### config.mk
export PLATFORM = sky130hd
export DESIGN_NAME = ssli_front
export DESIGN_NICKNAME = d
export VERILOG_FILES = /design/src/rtl/sorted_series_linear_interpolator_assert.svh /design/src/rtl/ssli_pkg.sv /design/src/rtl/ssli_front.sv
export SDC_FILE = /design/constraint.sdc
export NUM_CORES = 1
export LEC_CHECK = 0
export ABC_CLOCK_PERIOD_IN_PS = 9500
export BUFFER_PORTS_ARGS = -buffer_cell sky130_fd_sc_hd__buf_2
export CAP_MARGIN = 5
export CORE_MARGIN = 8
export CORE_UTILIZATION = 45
export CTS_BUF_LIST = sky130_fd_sc_hd__clkbuf_8
export DETAILED_ROUTE_END_ITERATION = 16
export PLACE_DENSITY_LB_ADDON = 0.25
export SLEW_MARGIN = 10
export SYNTH_ARGS = -nofsm -noshare
export SYNTH_HDL_FRONTEND = slang
export SYNTH_SLANG_ARGS = --single-unit
### constraint.sdc
create_clock -name clk_i -period 9.5 [get_ports clk_i]
set_clock_uncertainty 0.15 [all_clocks]
set_input_delay 1.9 -clock clk_i [delete_from_list [all_inputs] [get_ports clk_i]]
set_output_delay 1.9 -clock clk_i [all_outputs]
set_load 0.02 [all_outputs]
### src/rtl/sorted_series_linear_interpolator_assert.svh
// Assertion macros used by the checks in the top-level interpolator.
`ifndef SORTED_SERIES_LINEAR_INTERPOLATOR_ASSERT_SVH
`define SORTED_SERIES_LINEAR_INTERPOLATOR_ASSERT_SVH

// Same-cycle implication, disabled during reset.
`define SSLI_ASSERT_NOW(lbl, ante, cons, msg) \
  lbl: assert property (@(posedge clk_i) disable iff (!rst_ni) (ante) |-> (cons)) \
    else $error(msg);

// Next-cycle implication, disabled during reset.
`define SSLI_ASSERT_NEXT(lbl, ante, cons, msg) \
  lbl: assert property (@(posedge clk_i) disable iff (!rst_ni) (ante) |=> (cons)) \
    else $error(msg);

`endif

### src/rtl/ssli_pkg.sv
package ssli_pkg;

  localparam int unsigned TableDepth = 4096;
  localparam int unsigned AddrW      = $clog2(TableDepth);
  localparam int unsigned CountW     = $clog2(TableDepth + 1);

  localparam logic [1:0] KIND_CLEAR  = 2'd0;
  localparam logic [1:0] KIND_APPEND = 2'd1;
  localparam logic [1:0] KIND_QUERY  = 2'd2;
  localparam logic [1:0] KIND_UNUSED = 2'd3;

  localparam logic [1:0] STATUS_OK    = 2'd0;
  localparam logic [1:0] STATUS_RANGE = 2'd1;
  localparam logic [1:0] STATUS_GAP   = 2'd2;

  localparam logic [31:0] MaxGapReset = 32'd2560;

  typedef struct packed {
    logic [1:0]         kind;
    logic [31:0]        sample_time;
    logic signed [31:0] sample_value;
  } in_t;

  typedef struct packed {
    logic signed [31:0] interp_value;
    logic [1:0]         status;
  } out_t;

  typedef struct packed {
    logic              busy;
    logic [CountW-1:0] count;
  } stat_t;

endpackage

### src/rtl/ssli_front.sv
module ssli_front (
  input  logic          clk_i,
  input  logic          rst_ni,
  input  logic          in_valid_i,
  output logic          in_ready_o,
  input  ssli_pkg::in_t in_data_i,
  output logic          item_valid_o,
  input  logic          item_ready_i,
  output ssli_pkg::in_t item_o
);

  ssli_pkg::in_t slot_q [2];
  logic          wptr_q, rptr_q;
  logic [1:0]    fill_q;
  logic          push, pop;

  assign in_ready_o   = (fill_q != 2'd2);
  assign item_valid_o = (fill_q != 2'd0);
  assign item_o       = slot_q[rptr_q];
  // Drop unused kind codes here so the back end sees only real work.
  assign push = in_valid_i && in_ready_o && (in_data_i.kind != ssli_pkg::KIND_UNUSED);
  assign pop  = item_valid_o && item_ready_i;

  always_ff @(posedge clk_i or negedge rst_ni) begin
    if (!rst_ni) begin
      wptr_q <= 1'b0;
      rptr_q <= 1'b0;
      fill_q <= 2'd0;
    end else begin
      if (push) wptr_q <= ~wptr_q;
      if (pop)  rptr_q <= ~rptr_q;
      fill_q <= fill_q + {1'b0, push} - {1'b0, pop};
    end
  end

  always_ff @(posedge clk_i) begin
    if (push) slot_q[wptr_q] <= in_data_i;
  end

endmodule

==> results.py, run 1 <==
metrics = {
    "run_status": {
        "status": "completed",
    },
    "layout": {
        "layout.nets": 447,
        "fin_area_um2": 6340,
        "drive_above_1_share_pct": 61.1,
        "area_growth_pct": 24.8,
        "finalNonFillerCells": 531,
        "n_antenna_cell": 0,
    },
    "timing": {
        "hold_viol": 0,
        "setup_tns_ns": 0,
        "whs_ns": 0.352,
        "slew_headroom_pct": 27.0,
        "drv_slew": 0,
        "fin_crit_sh_pct": 44.8,
        "tightest_slew_ns": 1.10,
        "setup_viol": 0,
        "fmax_mhz": 235,
        "setup_ws_ns": 5.25,
        "rsz0062_at_grt": "false",
        "fin_crit_ns": 4.25,
    },
    "clocking": {
        "hold_buffers": 0,
        "htreeDepth": 4,
        "cts_buffers": 17,
        "postCtsResizedCells": 0,
        "clock_tree.buffer_depth": 2,
        "cts-root-buf": "clkbuf_8",
        "cts_setup_buffers": 0,
        "clk_pin_slew_ns": 0.07,
        "clkLatencyLatePin_ns": 0.42,
        "cts_tree": "yes",
        "cts.sinks": 136,
    },
    "pwr": {
        "ir_drop_uv": 188,
        "p_leak_nw": 2.45,
        "powerDensity_nw_per_um2": 308,
    },
    "worst_setup_path": {
        "cp.arrival_ns": 2.20,
        "crit_chain": "mux2_2, buf_2",
        "critPathRequiredTime_ns": 7.45,
        "startpoint_type": "flop",
        "crit_family": "flip-flops",
        "endpoint_kind": "output pin",
        "crit_fanout": 67,
        "path_class": "reg -> out",
        "regToRegSetupSlack_ns": 7.24,
        "crit_slowest_cell": "dfrtp_4",
        "slowest_delay_ns": 1.14,
        "cp_num_buf_inv": 1,
    },
    "grt": {
        "grt_pass1_wl_mm": 14.1,
        "grt_pass1_vias": 2866,
        "antenna_found_initial": 0,
        "grt_overflow": 0,
        "grt_max_degree": 68,
        "grt_usage_pct": 12.8,
    },
    "synthesis": {
        "ys_ff_latch": 136,
        "syn_inst": 224,
        "syn-cell-area_um2": 5080,
        "avgSynthCellArea_um2": 22.7,
        "ys_warn_count": 0,
        "synth_seq_area_share_pct": 80.0,
        "syn_nets": 296,
        "yosysUniqueCellTypes": 17,
    },
    "routing": {
        "routed_wirelength_mm": 9.22,
        "ant_nets": 0,
        "vias": 2524,
        "wl_per_cell_um": 17.4,
        "vias_per_cell": 4.75,
        "drt-initial-drc-count": 116,
        "dr.pass1.iters": 4,
        "drt_drc_violations_left": 0,
    },
    "placement": {
        "dpl.cell_count": 499,
        "dp_hpwl_mm": 6.05,
        "portBuffers": 137,
        "placed_area_um2": 5920,
        "pre_cts_slack_ns": 5.67,
        "gp_congestion": 0.691,
    },
    "floorplan": {
        "start_util_pct": 45.3,
        "die_x_um": 122,
        "dieArea_um2": 14900,
        "fp.coreArea_um2": 11200,
        "ioPinCount": 138,
        "row_count": 39,
        "die_h_um": 122,
    },
    "flow_run": {
        "max_cap_violations": 0,
    },
    "min_path": {
        "hold_path_class": "reg -> reg",
    },
}
-- report_power, final --
group	switching, mW	internal [mW]
Sequential	0.0944	0.788
Clock	0.206	0.281
Combinational	0.310	0.271
-- sequential cells by signal (all words and copies together) (netlist names) --
register / cells
slot_q: 132
fill_q: 2
rptr_q: 1
wptr_q: 1
-- routing by layer --
metal | vias to the layer above | GRT usage, % | share of wire [%]
met5 | - | 0 | 0
met4 | 0 | 5.48 | 1.1
met3 | 10 | 7.13 | 12
met2 | 108 | 20.5 | 47
met1 | 1221 | 13.6 | 40
li1 | 1185 | - | -
-- cells by family (layout without fill, tap and decap cells) --
family / Yosys count / after routing / synth area share, %
mux: 66 / 66 / 16.8
fa+ha+maj: 2 / 2 / 0.492
buf+inv: 9 / 173 / 1.26
xor+xnor: 4 / 4 / 0.690
flops: 136 / 136 / 80.0
simple gates: 7 / 7 / 0.739
-- synthesized netlist by cell type --
library cell  count  area share [%]
and2_4            1            0.17
buf_2             3            0.30
buf_4             1            0.15
buf_6             3            0.66
dfrtp_1           4             2.0
edfxtp_1        132              78
ha_1              2            0.49
inv_1             2            0.15
mux2_2           36             8.0
mux2_4           30             8.9
nand2_1           1           0.074
nand2b_1          1            0.12
nand3_1           1           0.098
nor2_1            2            0.15
or2_2             1            0.12
xnor2_1           3            0.52
xor2_1            1            0.17
-- layout make-up --
type	instances	area, um^2
Clock buffer	17	234
Clock inverter	15	183
Fill cell	935	4880
Inverter	2	7.51
Multi-Input combinational cell	79	968
Sequential cell	136	4070
Tap cell	143	179
Timing Repair Buffer	139	701
-- cell usage in the layout (no fill, tap or decap), drive strengths merged --
cell and n:
bufinv 4, clkinv 6, edfxtp 132, nand2b 1, nor2 2, dfrtp 4, ha 2, xor2 1
nand3 1, clkbuf 17, inv 3, and2 1, buf 139, or2 1, nand2 1, mux2 66
xnor2 3, clkinvlp 4
-- final timing paths --
path,cells past startpoint,end,from
min reg2reg,1,fill_q[1]$_DFF_PN0_,fill_q[1]$_DFF_PN0_
max in group asynchronous,1,rptr_q$_DFFE_PN0P_,rst_ni
min,1,fill_q[1]$_DFF_PN0_,fill_q[1]$_DFF_PN0_
min in group asynchronous,1,fill_q[0]$_DFF_PN0_,rst_ni
max,2,item_o[4],rptr_q$_DFFE_PN0P_
max reg2reg,4,slot_q[1][58]$_DFFE_PP_,fill_q[1]$_DFF_PN0_
-- metrics by stage --
step	util [%]	power [mW]
2_1_floorplan	-	1.31
3_3_place_gp	52.8	1.48
3_5_place_dp	52.8	1.49
4_1_cts	56.5	1.98
5_1_grt	56.5	2.05
6_report	56.5	1.95
Power figures use the tool's default switching activity.
==> run 2: changes to the inputs <==
Settings changed: ABC_CLOCK_PERIOD_IN_PS 9500 to 3900.
Clock period 9.5 ns to 3.9 ns, I/O delays scaled along.
==> run 2 against run 1 <==
  * Die area is the same
  * Register-to-register slack got worse by 5.3 ns
  * Via count increased by 0.99%
  * First-iteration DRC count shrank 1.7%
  * Non-clock buffer count increased by 4
  * Final cell count up 0.56%
  * Largest cell class unchanged
==> results.py, run 2 (synthesis results as in run 1) <==
metrics = {
    "run_status": {
        "status": "completed",
    },
    "routing": {
        "dr.pass1.iters": 4,
        "drt_drc_violations_left": 0,
        "routed_wirelength_mm": 9.32,
        "vias": 2549,
        "wl_per_cell_um": 17.4,
        "vias_per_cell": 4.77,
        "drt-initial-drc-count": 114,
        "ant_nets": 0,
    },
    "clocking": {
        "hold_buffers": 1,
        "cts_buffers": 17,
        "clk_pin_slew_ns": 0.07,
        "cts.sinks": 136,
        "clock_tree.buffer_depth": 2,
        "htreeDepth": 4,
        "clkLatencyLatePin_ns": 0.42,
        "postCtsResizedCells": 0,
        "cts-root-buf": "clkbuf_8",
        "cts_tree": "yes",
        "cts_setup_buffers": 0,
    },
    "layout": {
        "n_antenna_cell": 0,
        "drive_above_1_share_pct": 61.1,
        "fin_area_um2": 6370,
        "reg.largest.list": "slot_q x132, fill_q x2",
        "regMostFlops": "slot_q",
        "mostFrequentLayoutCells": "137 x buf_2, 132 x edfxtp_1, 36 x mux2_2",
        "layout.nets": 451,
        "area_growth_pct": 25.3,
        "largest_register_ffs": 132,
        "final_common_cell": "buf_2",
    },
    "worst_setup_path": {
        "startpoint_type": "flop",
        "cp.arrival_ns": 2.10,
        "path_class": "reg -> out",
        "endpoint_kind": "output pin",
        "critPathRequiredTime_ns": 2.97,
        "crit_fanout": 37,
    },
    "floorplan": {
        "die_h_um": 122,
        "ioPinCount": 138,
        "start_util_pct": 45.3,
        "die_x_um": 122,
        "row_count": 39,
        "dieArea_um2": 14900,
        "fp.coreArea_um2": 11200,
    },
    "timing": {
        "setup_viol": 0,
        "drv_slew": 0,
        "fin_crit_sh_pct": 77.8,
        "slew_headroom_pct": 63.1,
        "hold_viol": 0,
        "rsz0062_at_grt": "false",
        "fmax_mhz": 330,
        "whs_ns": 0.364,
        "tightest_slew_ns": 0.554,
        "setup_ws_ns": 0.867,
        "fin_crit_ns": 3.03,
    },
    "pwr": {
        "power.share.clock_pct": 24.6,
        "swShare_pct": 31.2,
        "powerDensity_nw_per_um2": 745,
        "ir_drop_uv": 333,
        "p_comb_share_pct": 31.8,
        "p_leak_nw": 2.49,
        "internal_power_mw": 3.27,
        "power.switching_mw": 1.48,
        "p_seq_share_pct": 43.5,
    },
    "placement": {
        "dp_hpwl_mm": 6.20,
        "pre_cts_slack_ns": 1.28,
        "gp_congestion": 0.651,
        "portBuffers": 137,
        "placed_area_um2": 5960,
    },
    "grt": {
        "grt_overflow": 0,
        "grt_usage_pct": 12.7,
        "grt_pass1_wl_mm": 14.1,
        "grt_max_degree": 38,
        "grt_pass1_vias": 2836,
        "antenna_found_initial": 1,
    },
    "flow_run": {
        "max_cap_violations": 0,
    },
    "min_path": {
        "hold_path_class": "reg -> reg",
    },
}
==> run 2: cell types whose count changed in the layout (fill, tap and decap cells not counted), sizes merged <==
cell | before | now
dlygate4sd3 | 0 | 1
clkinvlp | 4 | 1
inv | 3 | 5
buf | 139 | 142
==> run 2: area by class of cell <==
class	instances	area (um^2)
Sequential cell	136	4070
Clock buffer	17	234
Fill cell	913	4850
Timing Repair Buffer	143	746
Clock inverter	14	166
Inverter	2	7.51
Tap cell	143	179
Multi-Input combinational cell	79	968
==> run 2: stage by stage <==
step,util [%],setup TNS [ns],std cells,total power [mW]
after detailed placement,53.1,0,502,3.65
final,56.7,0,534,4.75
after floorplan,-,-66.58,224,3.19
after global routing,56.7,0,534,4.98
after CTS,56.7,0,534,4.83
after global placement,53.1,0,502,3.63
==> run 2: worst paths after layout <==
| check | from | slack [ns] | cells past startpoint | end |
|---|---|---|---|---|
| min reg2reg | fill_q[1]$_DFF_PN0_ | 0.36 | 1 | fill_q[1]$_DFF_PN0_ |
| min | fill_q[1]$_DFF_PN0_ | 0.36 | 1 | fill_q[1]$_DFF_PN0_ |
| max in group asynchronous | rst_ni | 2.89 | 2 | rptr_q$_DFFE_PN0P_ |
| max | rptr_q$_DFFE_PN0P_ | 0.87 | 3 | item_o[3] |
| min in group asynchronous | rst_ni | 0.56 | 2 | fill_q[0]$_DFF_PN0_ |
| max reg2reg | fill_q[1]$_DFF_PN0_ | 1.95 | 4 | slot_q[1][46]$_DFFE_PP_ |
==> run 2: power groups by stage <==
| stage | Combinational [mW] | Sequential [mW] | Clock (mW) |
|---|---|---|---|
| after floorplan | 1.17 | 2.02 | 0 |
| final | 1.51 | 2.07 | 1.17 |
| after detailed placement | 1.55 | 2.10 | 0 |
| after CTS | 1.55 | 2.07 | 1.20 |
| after global routing | 1.63 | 2.10 | 1.25 |
| after global placement | 1.55 | 2.09 | 0 |
==> run 2: critical path, stage by stage (launching register included) <==
cell and delay [ns]:
dfrtp_4 0.79, buf_12 0.32, mux2_2 0.38, buf_2 0.16
==> run 2: per-layer routing <==
metal	up-vias	global-route usage, %	part of all wire, %
li1	1188	-	-
met1	1241	15.2	43
met2	104	19.0	45
met3	14	6.53	10
met4	2	5.26	1.3
met5	-	0	0.14
==> run 3: changes to the inputs <==
Settings changed: ABC_CLOCK_PERIOD_IN_PS 3900 to 2600.
Clock period 3.9 ns to 2.6 ns, I/O delays scaled along.
==> run 3 against run 2 <==
  * Combinational power is 64% higher
  * Clock power rose by 32%
  * Final cell count increased by 1.1%
  * Core utilization grew 0.56 points
  * Register-to-register slack got worse by 1.3 ns
  * Worst setup slack worse by 0.72 ns
  * Routed wire length grew 1.6%
  * Non-clock buffer count up 5
  * Hold slack worse by 0.24 ns
  * Count of clock-buffer cells in the layout did not move
  * Sequential share of layout area down 0.62 points
  * Sequential power grew 46%
  * Largest power group unchanged
==> results.py, run 3 (synthesis results as in run 1) <==
metrics = {
    "clocking": {
        "clk_pin_slew_ns": 0.08,
        "cts_tree": "yes",
        "clock_tree.buffer_depth": 2,
        "cts-root-buf": "clkbuf_8",
        "cts_buffers": 17,
        "clkLatencyLatePin_ns": 0.42,
        "cts.sinks": 136,
        "htreeDepth": 4,
    },
    "worst_setup_path": {
        "reg2reg_to": "slot_q[0][33]$_DFFE_PP_",
        "crit_fanout": 16,
        "cp.arrival_ns": 1.78,
        "reg2reg_depth": 4,
        "critPathRequiredTime_ns": 1.93,
        "startpoint_type": "flop",
        "regToRegSetupSlack_ns": 0.67,
        "endpoint_kind": "output pin",
        "r2r-start": "fill_q[1]$_DFF_PN0_",
        "setup.worst_path.end": "item_o[2]",
        "crit_path_start": "rptr_q$_DFFE_PN0P_",
        "path_class": "reg -> out",
    },
    "pwr": {
        "p_leak_nw": 2.51,
        "power.switching_mw": 2.31,
        "p_comb_share_pct": 35.0,
        "p_seq_share_pct": 43.0,
        "power.share.clock_pct": 22.0,
        "powerDensity_nw_per_um2": 1100,
        "swShare_pct": 32.8,
        "ir_drop_uv": 562,
        "internal_power_mw": 4.74,
    },
    "routing": {
        "vias_per_cell": 4.67,
        "routed_wirelength_mm": 9.46,
        "drt-initial-drc-count": 109,
        "wl_per_cell_um": 17.5,
        "ant_nets": 0,
        "drt_drc_violations_left": 0,
        "vias": 2520,
        "dr.pass1.iters": 4,
    },
    "grt": {
        "grt_usage_pct": 12.8,
        "grt_max_degree": 28,
        "antenna_found_initial": 0,
        "grt_pass1_vias": 2835,
        "grt_overflow": 0,
        "grt_pass1_wl_mm": 14.1,
    },
    "floorplan": {
        "dieArea_um2": 14900,
        "start_util_pct": 45.3,
        "die_h_um": 122,
        "ioPinCount": 138,
        "die_x_um": 122,
        "fp.coreArea_um2": 11200,
        "row_count": 39,
    },
    "timing": {
        "setup_ws_ns": 0.150,
        "hold_viol": 0,
        "drv_slew": 0,
        "tightest_slew_ns": 0.388,
        "fin_crit_ns": 2.45,
        "setup_viol": 0,
        "fin_crit_sh_pct": 94.2,
        "rsz0062_at_grt": "false",
        "fmax_mhz": 408,
        "slew_headroom_pct": 74.1,
        "setup_tns_ns": 0,
    },
    "layout": {
        "largest_register_ffs": 132,
        "drive_above_1_share_pct": 62.5,
        "layout.nets": 456,
        "fin_area_um2": 6430,
        "fill_cells": 924,
        "mostFrequentLayoutCells": "137 x buf_2, 132 x edfxtp_1, 36 x mux2_2",
        "n_antenna_cell": 0,
        "final_common_cell": "buf_2",
        "reg.largest.list": "slot_q x132, fill_q x2",
        "area_growth_pct": 26.6,
        "finalNonFillerCells": 540,
        "regMostFlops": "slot_q",
    },
    "min_path": {
        "hold_path_class": "in -> reg",
    },
    "placement": {
        "portBuffers": 137,
        "dpl.cell_count": 506,
        "placed_area_um2": 6050,
        "dp_hpwl_mm": 6.69,
        "pre_cts_slack_ns": 0.424,
        "gp_congestion": 0.728,
    },
    "run_status": {
        "status": "completed",
    },
    "flow_run": {
        "max_cap_violations": 0,
    },
}
## run 3: cell types whose count changed in the layout (fill, tap and decap cells not counted), sizes merged
cell and delta:
bufinv -3, buf +5, inv +3, clkinvlp +1
## run 3: worst min path at each step
stage / endpoint / startpoint / slack [ns] / cells past startpoint
2_1_floorplan: fill_q[0]$_DFF_PN0_ / rst_ni / 0.07 / 0
6_report: slot_q[1][39]$_DFFE_PP_ / in_data_i[39] / 0.13 / 1
3_3_place_gp: wptr_q$_DFFE_PN0N_ / rst_ni / 0.18 / 1
3_5_place_dp: wptr_q$_DFFE_PN0N_ / rst_ni / 0.18 / 1
4_1_cts: slot_q[0][37]$_DFFE_PP_ / in_data_i[37] / 0.09 / 1
5_1_grt: slot_q[0][14]$_DFFE_PP_ / in_data_i[14] / 0.09 / 1
## run 3: what timing repair did
item                       CTS  global route
setup endpoints to repair   31             0
hold endpoints to repair     4             0
resized for setup            0             0
hold buffers                 1             0
setup buffers                1             0
## run 3: final cells by class
cell class / count / area [um^2] / area share, %
Clock buffer: 17 / 234 / 3.64
Clock inverter: 15 / 125 / 1.95
Inverter: 2 / 7.51 / 0.117
Multi-Input combinational cell: 79 / 968 / 15.1
Sequential cell: 136 / 4070 / 63.2
Tap cell: 143 / 179 / 2.78
Timing Repair Buffer: 148 / 850 / 13.2
## run 3: through the flow
stage	hold slack [ns]	total power [mW]	util, %
final	0.127	7.05	57.3
after CTS	0.0911	7.17	57.3
after floorplan	0.0744	4.77	-
after detailed placement	0.182	5.59	53.9
after global placement	0.179	5.55	53.9
after global routing	0.0893	7.39	57.3
## run 3: metal layers
metal  global-route usage, %  routed length [um]  vias to the layer above
met4                    6.85                 154                        0
met3                    5.24                 724                       12
met5                       0                   0                        -
li1                        -                   -                     1204
met1                    14.4                3890                     1213
met2                    20.4                4700                       91
## run 3: critical path, stage by stage, from the launching register on
cell	delay (ns)
dfrtp_4	0.60
buf_4	0.25
mux2_2	0.35
buf_2	0.16
## run 3: power groups by stage
| stage | Clock [mW] | Combinational, mW | Sequential [mW] |
|---|---|---|---|
| CTS | 1.61 | 2.53 | 3.04 |
| global route | 1.69 | 2.64 | 3.07 |
| detailed placement | 0 | 2.46 | 3.13 |
| global placement | 0 | 2.45 | 3.10 |
| floorplan | 0 | 1.76 | 3.01 |
| finish | 1.55 | 2.47 | 3.03 |
